===== config.mk =====
export PLATFORM = sky130hd
export DESIGN_NAME = page_swap_residency_tracker_core
export DESIGN_NICKNAME = d
export VERILOG_FILES = /design/src/design/psrt_pkg.sv /design/src/design/psrt_ram.sv /design/src/design/psrt_alu.sv /design/src/design/page_swap_residency_tracker_core.sv
export SDC_FILE = /design/constraint.sdc
export NUM_CORES = 2
export LEC_CHECK = 0
export BUFFER_PORTS_ARGS = -buffer_cell sky130_fd_sc_hd__buf_2
export CAP_MARGIN = 20
export CORE_ASPECT_RATIO = 2
export CORE_MARGIN = 3
export CORE_UTILIZATION = 35
export DETAILED_ROUTE_END_ITERATION = 16
export PLACE_DENSITY = 0.49
export SLEW_MARGIN = 20
export SYNTH_ARGS = -nofsm -noshare
export SYNTH_HDL_FRONTEND = slang
export SYNTH_SLANG_ARGS = --single-unit
export TNS_END_PERCENT = 1

===== constraint.sdc =====
create_clock -name clk -period 25.2 [get_ports clk]
set_clock_uncertainty 0.1 [all_clocks]
set_input_delay 0 -clock clk [delete_from_list [all_inputs] [get_ports clk]]
set_output_delay 0 -clock clk [all_outputs]
set_load 0.1 [all_outputs]

===== src/design/psrt_pkg.sv =====
// Package of shared constants, codes and types for the page swap residency tracker.
package psrt_pkg;

  localparam int NUM_PROCESSES     = 20;
  localparam int PAGES_PER_PROCESS = 20;
  localparam int TRANSFER_TICKS    = 100;
  localparam int PHYSICAL_FRAMES   = 100;

  localparam int ENTRY_W = 8;
  localparam int FREE_W  = 12;
  localparam int LIMIT_W = 7;
  localparam int REM_W   = 7;

  localparam logic [LIMIT_W-1:0] LIMIT_RESET = 7'd20;
  localparam logic [FREE_W-1:0]  FREE_MAX    = 12'hFFF;

  localparam logic [2:0] CMD_PAGE_IN  = 3'd0;
  localparam logic [2:0] CMD_PAGE_OUT = 3'd1;
  localparam logic [2:0] CMD_TICK     = 3'd2;
  localparam logic [2:0] CMD_LOAD     = 3'd3;
  localparam logic [2:0] CMD_UNLOAD   = 3'd4;
  localparam logic [2:0] CMD_QUERY    = 3'd5;

  localparam logic [1:0] STAT_RESIDENT  = 2'd0;
  localparam logic [1:0] STAT_COMING_IN = 2'd1;
  localparam logic [1:0] STAT_GOING_OUT = 2'd2;
  localparam logic [1:0] STAT_OUT       = 2'd3;

  typedef enum logic [2:0] {
    OP_NONE,
    OP_PAGE_IN,
    OP_PAGE_OUT,
    OP_TICK,
    OP_UNLOAD
  } alu_op_t;

  typedef struct packed {
    logic [ENTRY_W-1:0] value;
    logic               write;
    logic               acc;
    logic               take;
    logic               give;
    logic [1:0]         status;
    logic [REM_W-1:0]   remaining;
  } alu_res_t;

  function automatic logic [ENTRY_W-1:0] out_value(input int ticks);
    out_value = ENTRY_W'(-ticks - 1);
  endfunction

endpackage


===== src/design/psrt_ram.sv =====
// Generic single-write, single-read RAM with registered read data.
module psrt_ram #(
  parameter int WIDTH = 8,
  parameter int DEPTH = 400,
  localparam int AW   = (DEPTH > 1) ? $clog2(DEPTH) : 1
) (
  input  logic             clk,
  input  logic             we,
  input  logic [AW-1:0]    waddr,
  input  logic [WIDTH-1:0] wdata,
  input  logic [AW-1:0]    raddr,
  output logic [WIDTH-1:0] rdata
);

  logic [WIDTH-1:0] mem [DEPTH];

  always_ff @(posedge clk) begin
    if (we) begin
      mem[waddr] <= wdata;
    end
    rdata <= mem[raddr];
  end

endmodule


===== src/design/psrt_alu.sv =====
// Shared page entry update unit: page in, page out, tick aging, unload frame count, status.
module psrt_alu #(
  parameter int TRANSFER_TICKS = psrt_pkg::TRANSFER_TICKS
) (
  input  psrt_pkg::alu_op_t               op,
  input  logic [psrt_pkg::ENTRY_W-1:0]    val,
  input  logic                            frame_avail,
  output psrt_pkg::alu_res_t              res
);

  localparam logic signed [psrt_pkg::ENTRY_W-1:0] TVal = psrt_pkg::ENTRY_W'(TRANSFER_TICKS);
  localparam logic signed [psrt_pkg::ENTRY_W-1:0] NegT = psrt_pkg::ENTRY_W'(-TRANSFER_TICKS);
  localparam logic signed [psrt_pkg::ENTRY_W-1:0] One  = psrt_pkg::ENTRY_W'(1);
  localparam logic signed [psrt_pkg::ENTRY_W-1:0] Zero = '0;

  logic signed [psrt_pkg::ENTRY_W-1:0] v;
  logic signed [psrt_pkg::ENTRY_W-1:0] nv;
  logic signed [psrt_pkg::ENTRY_W-1:0] out_rem;

  always_comb begin
    v = $signed(val);
    nv = v;
    res = '0;
    case (op)
      psrt_pkg::OP_PAGE_IN: begin
        if (v >= Zero) begin
          res.acc = 1'b1;
        end else if (frame_avail && v < NegT) begin
          nv = TVal;
          res.write = 1'b1;
          res.take = 1'b1;
          res.acc = 1'b1;
        end
      end
      psrt_pkg::OP_PAGE_OUT: begin
        if (v < Zero) begin
          res.acc = 1'b1;
        end else if (v == Zero) begin
          nv = -One;
          res.write = 1'b1;
          res.acc = 1'b1;
        end
      end
      psrt_pkg::OP_TICK: begin
        if (v > Zero) begin
          nv = v - One;
          res.write = 1'b1;
        end else if (v < Zero && v >= NegT) begin
          nv = v - One;
          res.write = 1'b1;
          res.give = (v == NegT);
        end
      end
      psrt_pkg::OP_UNLOAD: begin
        res.give = (v >= NegT);
      end
      default: begin
      end
    endcase
    res.value = nv;
    out_rem = nv + TVal + One;
    if (nv > Zero) begin
      res.status = psrt_pkg::STAT_COMING_IN;
      res.remaining = nv[psrt_pkg::REM_W-1:0];
    end else if (nv == Zero) begin
      res.status = psrt_pkg::STAT_RESIDENT;
    end else if (nv >= NegT) begin
      res.status = psrt_pkg::STAT_GOING_OUT;
      res.remaining = out_rem[psrt_pkg::REM_W-1:0];
    end else begin
      res.status = psrt_pkg::STAT_OUT;
    end
  end

endmodule


===== src/design/page_swap_residency_tracker_core.sv =====
// Page swap residency tracker: one page state RAM, one shared update unit, a sweep sequencer.
//
// One word in, one word out. Page in, page out, query and unused commands read the addressed
// entry, update it and register the result. Load and unload sweep the slot's pages through
// the single RAM port. A tick sweeps every page of slots below the limit in effect, one entry
// a cycle through the same port. Pages of a slot that is not active read as out, so the RAM
// needs no clearing after reset; load rewrites its pages. The input side stalls while a word
// is in work; a finished word waits in the output register.
module page_swap_residency_tracker_core #(
  parameter int NUM_PROCESSES     = psrt_pkg::NUM_PROCESSES,
  parameter int PAGES_PER_PROCESS = psrt_pkg::PAGES_PER_PROCESS,
  parameter int TRANSFER_TICKS    = psrt_pkg::TRANSFER_TICKS,
  parameter int PHYSICAL_FRAMES   = psrt_pkg::PHYSICAL_FRAMES
) (
  input  logic        clk,
  input  logic        rst,
  input  logic        limit_write,
  input  logic [6:0]  active_process_limit,
  input  logic        in_valid,
  output logic        in_stall,
  input  logic [2:0]  command,
  input  logic [5:0]  process,
  input  logic [5:0]  page,
  output logic        out_valid,
  input  logic        out_stall,
  output logic        accepted,
  output logic [1:0]  page_status,
  output logic [6:0]  remaining,
  output logic [11:0] free_frames
);

  localparam int Depth = NUM_PROCESSES * PAGES_PER_PROCESS;
  localparam int AW    = (Depth > 1) ? $clog2(Depth) : 1;
  localparam int SW    = (NUM_PROCESSES > 1) ? $clog2(NUM_PROCESSES) : 1;
  localparam int PW    = (PAGES_PER_PROCESS > 1) ? $clog2(PAGES_PER_PROCESS) : 1;
  localparam logic [AW-1:0] PagesA = AW'(PAGES_PER_PROCESS);
  localparam logic [PW-1:0] PageLast = PW'(PAGES_PER_PROCESS - 1);
  localparam logic [psrt_pkg::ENTRY_W-1:0] OutVal = psrt_pkg::out_value(TRANSFER_TICKS);

  typedef enum logic [4:0] {
    ST_IDLE  = 5'b00001,
    ST_SWEEP = 5'b00010,
    ST_DRAIN = 5'b00100,
    ST_RD    = 5'b01000,
    ST_MOD   = 5'b10000
  } state_t;

  state_t state;
  state_t state_next;

  logic [psrt_pkg::LIMIT_W-1:0] limit;
  logic [psrt_pkg::LIMIT_W-1:0] lim;
  logic [NUM_PROCESSES-1:0]     slot_active;
  logic [psrt_pkg::FREE_W-1:0]  free_count;

  logic [2:0]    cmd_q;
  logic [5:0]    proc_q;
  logic [5:0]    page_q;
  logic          valid_q;
  logic          act_q;

  logic [AW-1:0] sw_addr;
  logic [SW-1:0] sw_slot;
  logic [PW-1:0] sw_page;
  logic          sw_last;

  logic          p_valid;
  logic          p_gate;
  logic [AW-1:0] p_addr;

  logic          accept;
  logic          valid_in;
  logic          act_in;
  logic [AW-1:0] base_in;
  logic [AW-1:0] idx;
  logic          commit;

  logic                          ram_we;
  logic [AW-1:0]                 ram_waddr;
  logic [psrt_pkg::ENTRY_W-1:0]  ram_wdata;
  logic [AW-1:0]                 ram_raddr;
  logic [psrt_pkg::ENTRY_W-1:0]  ram_rdata;

  psrt_pkg::alu_op_t             alu_op;
  logic [psrt_pkg::ENTRY_W-1:0]  alu_val;
  psrt_pkg::alu_res_t            alu_res;
  logic                          acc_word;

  assign lim = (limit < 7'(NUM_PROCESSES)) ? limit : 7'(NUM_PROCESSES);
  assign in_stall = (state != ST_IDLE);
  assign accept = in_valid && !in_stall;

  assign valid_in = (7'(process) < lim) && (7'(page) < 7'(PAGES_PER_PROCESS));
  assign act_in = valid_in && slot_active[process[SW-1:0]];
  assign base_in = AW'(process) * PagesA;
  assign idx = AW'(proc_q) * PagesA + AW'(page_q);

  assign sw_last = (sw_page == PageLast) &&
                   ((cmd_q != psrt_pkg::CMD_TICK) || (7'(sw_slot) == lim - 7'd1));

  assign commit = (state == ST_MOD) && (!out_valid || !out_stall);

  always_comb begin
    if (state == ST_MOD) begin
      alu_val = (valid_q && slot_active[proc_q[SW-1:0]]) ? ram_rdata : OutVal;
      if (act_q && cmd_q == psrt_pkg::CMD_PAGE_IN) begin
        alu_op = psrt_pkg::OP_PAGE_IN;
      end else if (act_q && cmd_q == psrt_pkg::CMD_PAGE_OUT) begin
        alu_op = psrt_pkg::OP_PAGE_OUT;
      end else begin
        alu_op = psrt_pkg::OP_NONE;
      end
    end else begin
      alu_val = ram_rdata;
      alu_op = (cmd_q == psrt_pkg::CMD_TICK) ? psrt_pkg::OP_TICK : psrt_pkg::OP_UNLOAD;
    end
  end

  psrt_alu #(
    .TRANSFER_TICKS(TRANSFER_TICKS)
  ) u_alu (
    .op         (alu_op),
    .val        (alu_val),
    .frame_avail(free_count != '0),
    .res        (alu_res)
  );

  always_comb begin
    ram_we = 1'b0;
    ram_waddr = idx;
    ram_wdata = alu_res.value;
    if (state == ST_SWEEP && cmd_q == psrt_pkg::CMD_LOAD) begin
      ram_we = 1'b1;
      ram_waddr = sw_addr;
      ram_wdata = OutVal;
    end else if (p_valid && p_gate && alu_res.write) begin
      ram_we = 1'b1;
      ram_waddr = p_addr;
    end else if (commit && alu_res.write) begin
      ram_we = 1'b1;
    end
    ram_raddr = (state == ST_SWEEP) ? sw_addr : idx;
  end

  psrt_ram #(
    .WIDTH(psrt_pkg::ENTRY_W),
    .DEPTH(Depth)
  ) u_ram (
    .clk  (clk),
    .we   (ram_we),
    .waddr(ram_waddr),
    .wdata(ram_wdata),
    .raddr(ram_raddr),
    .rdata(ram_rdata)
  );

  always_comb begin
    case (cmd_q)
      psrt_pkg::CMD_PAGE_IN:  acc_word = alu_res.acc;
      psrt_pkg::CMD_PAGE_OUT: acc_word = alu_res.acc;
      psrt_pkg::CMD_TICK:     acc_word = 1'b1;
      psrt_pkg::CMD_LOAD:     acc_word = valid_q && !act_q;
      psrt_pkg::CMD_UNLOAD:   acc_word = act_q;
      psrt_pkg::CMD_QUERY:    acc_word = act_q;
      default:                acc_word = 1'b0;
    endcase
  end

  always_comb begin
    state_next = state;
    case (state)
      ST_IDLE: begin
        if (accept) begin
          case (command)
            psrt_pkg::CMD_TICK:   state_next = (lim == '0) ? ST_RD : ST_SWEEP;
            psrt_pkg::CMD_LOAD:   state_next = (valid_in && !act_in) ? ST_SWEEP : ST_RD;
            psrt_pkg::CMD_UNLOAD: state_next = act_in ? ST_SWEEP : ST_RD;
            default:              state_next = ST_RD;
          endcase
        end
      end
      ST_SWEEP: begin
        if (sw_last) begin
          state_next = (cmd_q == psrt_pkg::CMD_LOAD) ? ST_RD : ST_DRAIN;
        end
      end
      ST_DRAIN: state_next = ST_RD;
      ST_RD:    state_next = ST_MOD;
      ST_MOD: begin
        if (commit) begin
          state_next = ST_IDLE;
        end
      end
      default: state_next = ST_IDLE;
    endcase
  end

  always_ff @(posedge clk) begin
    if (rst) begin
      state <= ST_IDLE;
      limit <= psrt_pkg::LIMIT_RESET;
      slot_active <= '0;
      free_count <= psrt_pkg::FREE_W'(PHYSICAL_FRAMES);
      p_valid <= 1'b0;
      out_valid <= 1'b0;
    end else begin
      state <= state_next;
      if (limit_write) begin
        limit <= active_process_limit;
      end
      p_valid <= (state == ST_SWEEP) && (cmd_q != psrt_pkg::CMD_LOAD);
      if (state == ST_SWEEP && cmd_q == psrt_pkg::CMD_LOAD && sw_last) begin
        slot_active[proc_q[SW-1:0]] <= 1'b1;
      end
      if (state == ST_DRAIN && cmd_q == psrt_pkg::CMD_UNLOAD) begin
        slot_active[proc_q[SW-1:0]] <= 1'b0;
      end
      if (commit && alu_res.take) begin
        free_count <= free_count - 12'd1;
      end else if (p_valid && p_gate && alu_res.give && free_count != psrt_pkg::FREE_MAX) begin
        free_count <= free_count + 12'd1;
      end
      if (commit) begin
        out_valid <= 1'b1;
      end else if (!out_stall) begin
        out_valid <= 1'b0;
      end
    end
  end

  always_ff @(posedge clk) begin
    if (accept) begin
      cmd_q <= command;
      proc_q <= process;
      page_q <= page;
      valid_q <= valid_in;
      act_q <= act_in;
      sw_page <= '0;
      if (command == psrt_pkg::CMD_TICK) begin
        sw_addr <= '0;
        sw_slot <= '0;
      end else begin
        sw_addr <= base_in;
        sw_slot <= process[SW-1:0];
      end
    end else if (state == ST_SWEEP) begin
      sw_addr <= sw_addr + AW'(1);
      if (sw_page == PageLast) begin
        sw_page <= '0;
        sw_slot <= sw_slot + SW'(1);
      end else begin
        sw_page <= sw_page + PW'(1);
      end
    end
    p_addr <= sw_addr;
    p_gate <= (cmd_q == psrt_pkg::CMD_UNLOAD) || slot_active[sw_slot];
    if (commit) begin
      accepted <= acc_word;
      page_status <= valid_q ? alu_res.status : psrt_pkg::STAT_RESIDENT;
      remaining <= valid_q ? alu_res.remaining : '0;
      free_frames <= alu_res.take ? free_count - 12'd1 : free_count;
    end
  end

  a_pipe_in_sweep: assert property (@(posedge clk) disable iff (rst)
    p_valid |-> (state == ST_SWEEP || state == ST_DRAIN))
    else $error("sweep pipeline active outside a sweep");

  a_out_from_mod: assert property (@(posedge clk) disable iff (rst)
    $rose(out_valid) |-> $past(state == ST_MOD))
    else $error("result word raised without an update step");

  a_no_write_idle: assert property (@(posedge clk) disable iff (rst)
    ram_we |-> (state != ST_IDLE && state != ST_RD))
    else $error("page state written while no word is in work");

endmodule


## Yosys cells after proc, flatten, opt, wreduce, memory -nomap -nowiden

Memory sizes are Yosys's and may differ from the RTL's. A register that Yosys moved wholly into a read port is not among the register bits.
Cells that the tools add are included.

| operators by class | value |
|---|---|
| add/subtract/negate cells | 10 |
| multiply operators | 2 |
| $lt $le $gt $ge | 14 |
| equal/unequal tests | 28 |
| mux-type cells | 77 |
| bitwise operators | 4 |
| reductions and logical operators | 44 |

Operator list:

| kind | count |
|---|---|
| 8-bit two-way mux | 10 |
| 20-bit two-way mux | 3 |
| 9-bit two-way mux | 6 |
| 5-bit two-way mux | 8 |
| 12-bit two-way mux | 3 |
| 5-bit one-hot mux with 5 select lines | 1 |
| 8-bit one-hot mux with 3 select lines | 1 |
| 1-bit logical AND | 23 |
| 1-bit two-way mux | 23 |
| 7-bit two-way mux | 3 |
| 20-bit bitwise AND | 1 |
| 20-bit NOT | 1 |
| 20-bit bitwise OR | 1 |
| 3-bit by 2-bit == test with 1-bit output, second input constant | 6 |
| 5-bit by 6-bit < comparator with 1-bit output, second input constant | 3 |
| 8-bit greater-or-equal comparator, second input constant | 2 |
| 8-bit by 1-bit > comparator with 1-bit output, second input constant | 2 |
| 8-bit logical NOT | 2 |
| 4-bit two-way mux | 4 |
| 1-bit binary-select mux with 5-bit select | 3 |
| 6-bit by 3-bit multiplier with 7-bit output, second input constant | 2 |
| 12-bit by 1-bit adder with 12-bit output, second input constant | 1 |
| 3-bit == test, second input constant | 4 |
| 12-bit != test, second input constant | 1 |
| other kinds (45) | 65 |

| storage, ports and cells | value |
|---|---|
| register bits | 114 |
| bits in writable memories | 3,200 |
| output and inout bits | 24 |
| memories | 1 |

Memories:

| memory | words | width | read ports | clocked after memory_dff | write ports | RTL line | RTL |
|---|---|---|---|---|---|---|---|
| u_ram.mem | 400 | 8 | 1 | 1 | 1 | psrt_ram.sv:15 | `logic [WIDTH-1:0] mem [DEPTH];` |

## Depth between registers and ports, before layout

| depth | value |
|---|---|
| depth in word-level cells | 16 |
| gate-level depth with buffers | 21 |
| depth with buffers taken out | 19 |

## Modules after synthesis

From an unflattened synthesis, not the netlist that was laid out.

| unflattened totals | value |
|---|---|
| cell total of the unflattened synthesis | 6,709 |
| area total of the unflattened synthesis | 132,200.5 um2 |

Modules (own cells, without submodules):

| module | times used | cells each | area an instance (um2) | seq. area each (um2) |
|---|---|---|---|---|
| psrt_ram | 1 | 5,915 | 124,843.5 | 96,252.3 |
| page_swap_residency_tracker_core | 1 | 687 | 6,632.6 | 2,812.7 |
| psrt_alu | 1 | 107 | 724.4 | 0.0 |

## Worst setup path after synthesis

Ideal clock, no wire load.

| path | value |
|---|---|
| path type | register to register |
| start point | register proc_q[2] |
| end point | memory u_ram.mem[0][2] (data pin) |
| library setup time | 2,058 ps |
| arrival | 12,619 ps |
| path slack | 10,423 ps |
| stages on the path, launching flop included | 15 |
| buffers on the path | 2 |
| period minus slack after synthesis | 14,777 ps |
| cell sequence | edfxtp_1 > clkbuf_1 > nor3_1 > o211ai_1 > nand2_1 > a21oi_1 > nor2_1 > ha_1 > nor4b_1 > nand4_1 > a211oi_2 > a21o_1 > buf_2 > nor3_1 > nor2_1 |

| on the way | value |
|---|---|
| longest elaborated chain between the ends | 11 |
| elaborated cells between the ends (all ways) | 22 |

Ends and longest elaborated chain:

| element | RTL line | RTL |
|---|---|---|
| start: declaration | page_swap_residency_tracker_core.sv:57 | `logic [5:0] proc_q;` |
| start signal: assignment | page_swap_residency_tracker_core.sv:234 | `proc_q <= process;` |
| 1-bit binary-select mux with 5-bit select (*) | page_swap_residency_tracker_core.sv:105 | `alu_val = (valid_q && slot_active[proc_q[SW-1:0]]) ? ram_rdata : OutVal;` |
| 1-bit two-way mux (implied by the code) (*) | page_swap_residency_tracker_core.sv:105 |  |
| 1-bit logical AND (*) | page_swap_residency_tracker_core.sv:105 |  |
| 8-bit two-way mux (*) | page_swap_residency_tracker_core.sv:105 |  |
| 8-bit two-way mux (*) | page_swap_residency_tracker_core.sv:104 | `if (state == ST_MOD) begin` |
| 8-bit by 1-bit < comparator with 1-bit output (tied with other cells) | psrt_alu.sv:36, psrt_alu.sv:48 |  |
| 1-bit logical AND (on tied branches) | psrt_alu.sv:48, psrt_alu.sv:28 |  |
| 8-bit two-way mux (on tied branches) | psrt_alu.sv:48, psrt_alu.sv:28 |  |
| 8-bit two-way mux (on tied branches) | psrt_alu.sv:45, psrt_alu.sv:26 |  |
| 8-bit one-hot mux with 3 select lines (*) | psrt_alu.sv:24 | `case (op)` |
| 8-bit two-way mux (*) | page_swap_residency_tracker_core.sv:132 | `if (state == ST_SWEEP && cmd_q == psrt_pkg::CMD_LOAD) begin` |
| named net ram_wdata (one bit) | page_swap_residency_tracker_core.sv:80 | `logic [psrt_pkg::ENTRY_W-1:0] ram_wdata;` |
| end: declaration | psrt_ram.sv:15 |  |

Mark *: on every way through the listed nets, which the timed path passes. The rest lies on a longest branch. The select of a mux whose other input is x is not followed.

## Final worst setup path

| path | value |
|---|---|
| start point | register proc_q[2] |
| end point | memory u_ram.mem[285][0] (enable) |

| on the way | value |
|---|---|
| longest elaborated chain between the ends | 16 |
| elaborated cells between the ends (all ways) | 31 |

Ends and longest elaborated chain:

| element | RTL line | RTL |
|---|---|---|
| 1-bit binary-select mux with 5-bit select | page_swap_residency_tracker_core.sv:105 |  |
| 1-bit two-way mux (implied by the code) | page_swap_residency_tracker_core.sv:105 |  |
| 1-bit logical AND | page_swap_residency_tracker_core.sv:105 |  |
| 8-bit two-way mux | page_swap_residency_tracker_core.sv:105 |  |
| 8-bit two-way mux | page_swap_residency_tracker_core.sv:104 |  |
| 8-bit by 1-bit < comparator with 1-bit output (tied with other cells) | psrt_alu.sv:36, psrt_alu.sv:48 |  |
| 1-bit logical AND (on tied branches) | psrt_alu.sv:48, psrt_alu.sv:28 |  |
| 1-bit two-way mux or 3-bit two-way mux (tied branches) | psrt_alu.sv:48, psrt_alu.sv:28 |  |
| 1-bit two-way mux (on tied branches) | psrt_alu.sv:45, psrt_alu.sv:26 |  |
| 1-bit one-hot mux with 3 select lines | psrt_alu.sv:24 |  |
| 1-bit logical AND | page_swap_residency_tracker_core.sv:139 | `end else if (commit && alu_res.write) begin` |
| 1-bit two-way mux | page_swap_residency_tracker_core.sv:139 |  |
| 1-bit two-way mux | page_swap_residency_tracker_core.sv:136 | `end else if (p_valid && p_gate && alu_res.write) begin` |
| 1-bit two-way mux | page_swap_residency_tracker_core.sv:132 |  |
| 1-bit two-way mux | psrt_ram.sv:18 | `if (we) begin` |
| 1-bit two-way mux (implied by the code) | psrt_ram.sv:19 | `mem[waddr] <= wdata;` |

Several ways; a longest one is shown, not always the timed one. The select of a mux whose other input is x is not followed.

==> flow_summary.ini <==
[layout]
multi_input_area_sq_um = 32600
nets = 9749
fill_cells = 35100
layout_commonest_cell = edfxtp_1
syn_to_final_growth_pct = 12.7
seq_area_sq_um = 99100
final_cell_mix = edfxtp_1 (3,253), nand2_1 (2,289), nand3_1 (673)
final_layout_size_suffix_gt1_share_pct = 9.69

[logic_synthesis]
yosys_warnings = 0
synth_seq_cells = 3322
synthXorXnorAreaFrac_pct = 0.354
ys_async_sr_fraction_pct = 0
ys_types = 93
synthSimpleGateAreaFrac_pct = 12.9
netlist_area_sq_um = 134000
synthCells = 9639
synth_area_per_cell_sq_um = 13.9
syn_nets = 9702
synth_fa_ha_area_share_pct = 0.354
synth_top_family_by_area = simple AND/OR/NAND/NOR gates
synth-edff-count = 3253
synth_top_flop_cell = edfxtp_1
ys_seq_area_share_pct = 74.1
synthMuxAreaShare_pct = 4.17
synth_compound_area_share_pct = 5.99

[power]
power_density_nw_per_um2 = 112
vdd_ir_drop_max_mv = 0.169
p_leak_nw = 49.0

[global_routing]
antenna_found_initial = 27
grt_usage_pct = 24.7
first_global_vias = 85300
grt_overflow = 0
grt_pass1_wl_mm = 676
grt_max_degree = 142

[critical_path]
path_max_fanout = 13
worstPathCellList = nor3_1 -> o211ai_1 -> nand2_1 -> a21oi_1 -> nor2_1 -> ha_1 -> nor4b_1 -> nand4_1 -> a211oi_2 -> a21o_1 -> nor4_1 -> or3_1 -> nor4_2 -> nand2_1 -> nor2_1
crit_path_end_kind = flop
path_depth = 15
cp.arrival_ns = 8.90
ff2ff_path_depth = 15
worst-path-buf-inv = 0
path_class = flop to flop
start_kind = flop
required_ns = 25.65
crit_path_max_incr_delay_ns = 0.98
crit_slowest_cell = nand2_1
critPathTopFamily = simple AND/OR/NAND/NOR gates

[drt]
vias = 84700
drtPass1Iterations = 8
drtIter0Drc = 8550
wire_per_inst_um = 33.0
drcViolationCount = 0
viasPerCell = 5.67
antenna_left = 0
totalWireLength_mm = 493

[clocking]
post-cts-setup-buffers = 0
cts_resized = 0
ctsHoldBuffers = 64
cts_buffers = 290
path_clk_slew_ns = 0.07
cts_tree = done
cts_root_buffer = clkbuf_16
clock_path_buffers = 4
clk_latency_ns = 0.92
clkSinkCount = 3322
h-tree-depth = 5

[job]
maxCapViolCount = 0

[sta]
rsz0062_at_grt = no
tightestPinTransition_ns = 1.29
max_freq_ghz = 0.118
final-hold-violation-count = 0
post-route-period-util_pct = 33.5
slew_headroom_pct = 12.8
setup_tns_ns = 0
min_period_ns = 8.45
setup_viol = 0
drv_slew = 0
timing.final.ws_setup_ns = 16.75

[placement]
gp_congestion = 0.952
port_buffers = 50
pre_cts_ws_ns = 17.02
hpwl_mm = 325

[min_path]
min_path_cells = 5
hold_class = input pin to flop

[floorplan]
ios = 51
initial_core_util_pct = 35.2
die_w_um = 443
core_area_sq_um = 380000
placementRows = 320
dieHeight_um = 880
dieArea_sq_um = 390000

[status]
outcome = finished clean
worst register-to-register path, stage by stage (launching register included):
cell	delay, ns
edfxtp_1	0.56
nor3_1	0.84
o211ai_1	0.47
nand2_1	0.29
a21oi_1	0.17
nor2_1	0.20
ha_1	0.19
nor4b_1	0.53
nand4_1	0.30
a211oi_2	0.42
a21o_1	0.52
nor4_1	0.14
or3_1	0.60
nor4_2	0.84
nand2_1	0.98
nor2_1	0.93
cells in the mapped netlist (25+ instances only):
cell type / count / area [sq um]
a211oi_1: 97 / 728
a21oi_1: 225 / 1130
a22oi_1: 60 / 450
a311oi_1: 93 / 815
a31oi_1: 172 / 1080
a32oi_1: 158 / 1380
and3_1: 101 / 632
buf_1: 109 / 409
buf_2: 235 / 1180
clkbuf_1: 243 / 912
dfxtp_1: 69 / 1380
edfxtp_1: 3253 / 97700
ha_1: 33 / 413
mux2i_1: 357 / 3570
mux4_2: 85 / 1910
nand2_1: 2302 / 8640
nand3_1: 679 / 3400
nand4_1: 150 / 938
nor2_1: 526 / 1970
nor3_1: 60 / 300
nor4_1: 88 / 551
o21ai_0: 84 / 420
o22ai_1: 36 / 225
xnor2_1: 29 / 254
xor2_1: 25 / 219
final timing paths:
kind         slack [ns]                           to                  from
min reg2reg        0.29            p_addr[8]$_DFF_P_  sw_addr[8]$_DFFE_PP_
max reg2reg       16.75  u_ram.mem[285][0]$_DFFE_PP_   proc_q[2]$_DFFE_PP_
min                 0.1        state[1]$_SDFFE_PP0P_            command[0]
max               16.75  u_ram.mem[285][0]$_DFFE_PP_   proc_q[2]$_DFFE_PP_
stage by stage:
step / hold WS, ns / util, % / instances / total power [mW] / area [sq um]
final: 0.0982 / 39.6 / 14900 / 16.9 / 151000
after global placement: 0.0851 / 36.9 / 14300 / 12.4 / 140000
after detailed placement: 0.0809 / 36.9 / 14300 / 12.4 / 140000
after CTS: 0.0110 / 39.6 / 14900 / 17.0 / 150000
after floorplan: -0.00113 / - / 9639 / 9.83 / 134000
after global routing: 0.114 / 39.6 / 14900 / 17.3 / 151000
registers in the layout, indices dropped and copies added, names as in the netlist, 6 cells and up:
| signal | flops |
|---|---|
| free_frames | 12 |
| sw_addr | 9 |
| u_ram.rdata | 8 |
| p_addr | 9 |
| limit | 7 |
| free_count | 12 |
| slot_active | 20 |
| remaining | 7 |
| proc_q | 6 |
| page_q | 6 |
| u_ram.mem | 3200 |
logic make-up after synthesis:
group                    after synthesis
XOR/XNOR                              54
flip-flops                          3322
AO/OA/AOI/OAI                       1125
adder cells (fa/ha/maj)               36
buffers and inverters                633
other                                  1
AND/OR/NAND/NOR                     4019
multiplexers                         449
final cells by class:
cell class              instances  share of cell area [%]
diodes                         23                  0.0382
clock buffers                 344                    5.14
well taps                    4991                    4.15
inverters                      23                  0.0573
repair buffers                365                    2.01
multi-input cells            5684                    21.6
clock inverters               179                    1.23
flip-flops and latches       3322                    65.8
power by group:
group          internal [mW]  leakage (nW)  switching, mW
Sequential              6.96          30.0         0.0580
Clock                   2.55          4.64           2.09
Combinational          0.967          14.4           4.30
layer usage:
layer	part of all wire, %	vias up	track usage (%)	wire length, um
met4	11	6	21.5	52600
met2	51	3684	43.6	250000
li1	-	36500	-	-
met3	5.3	1109	3.06	26100
met1	33	43500	25.8	165000
met5	0.0095	-	0	47
Power figures use the tool's default switching activity.
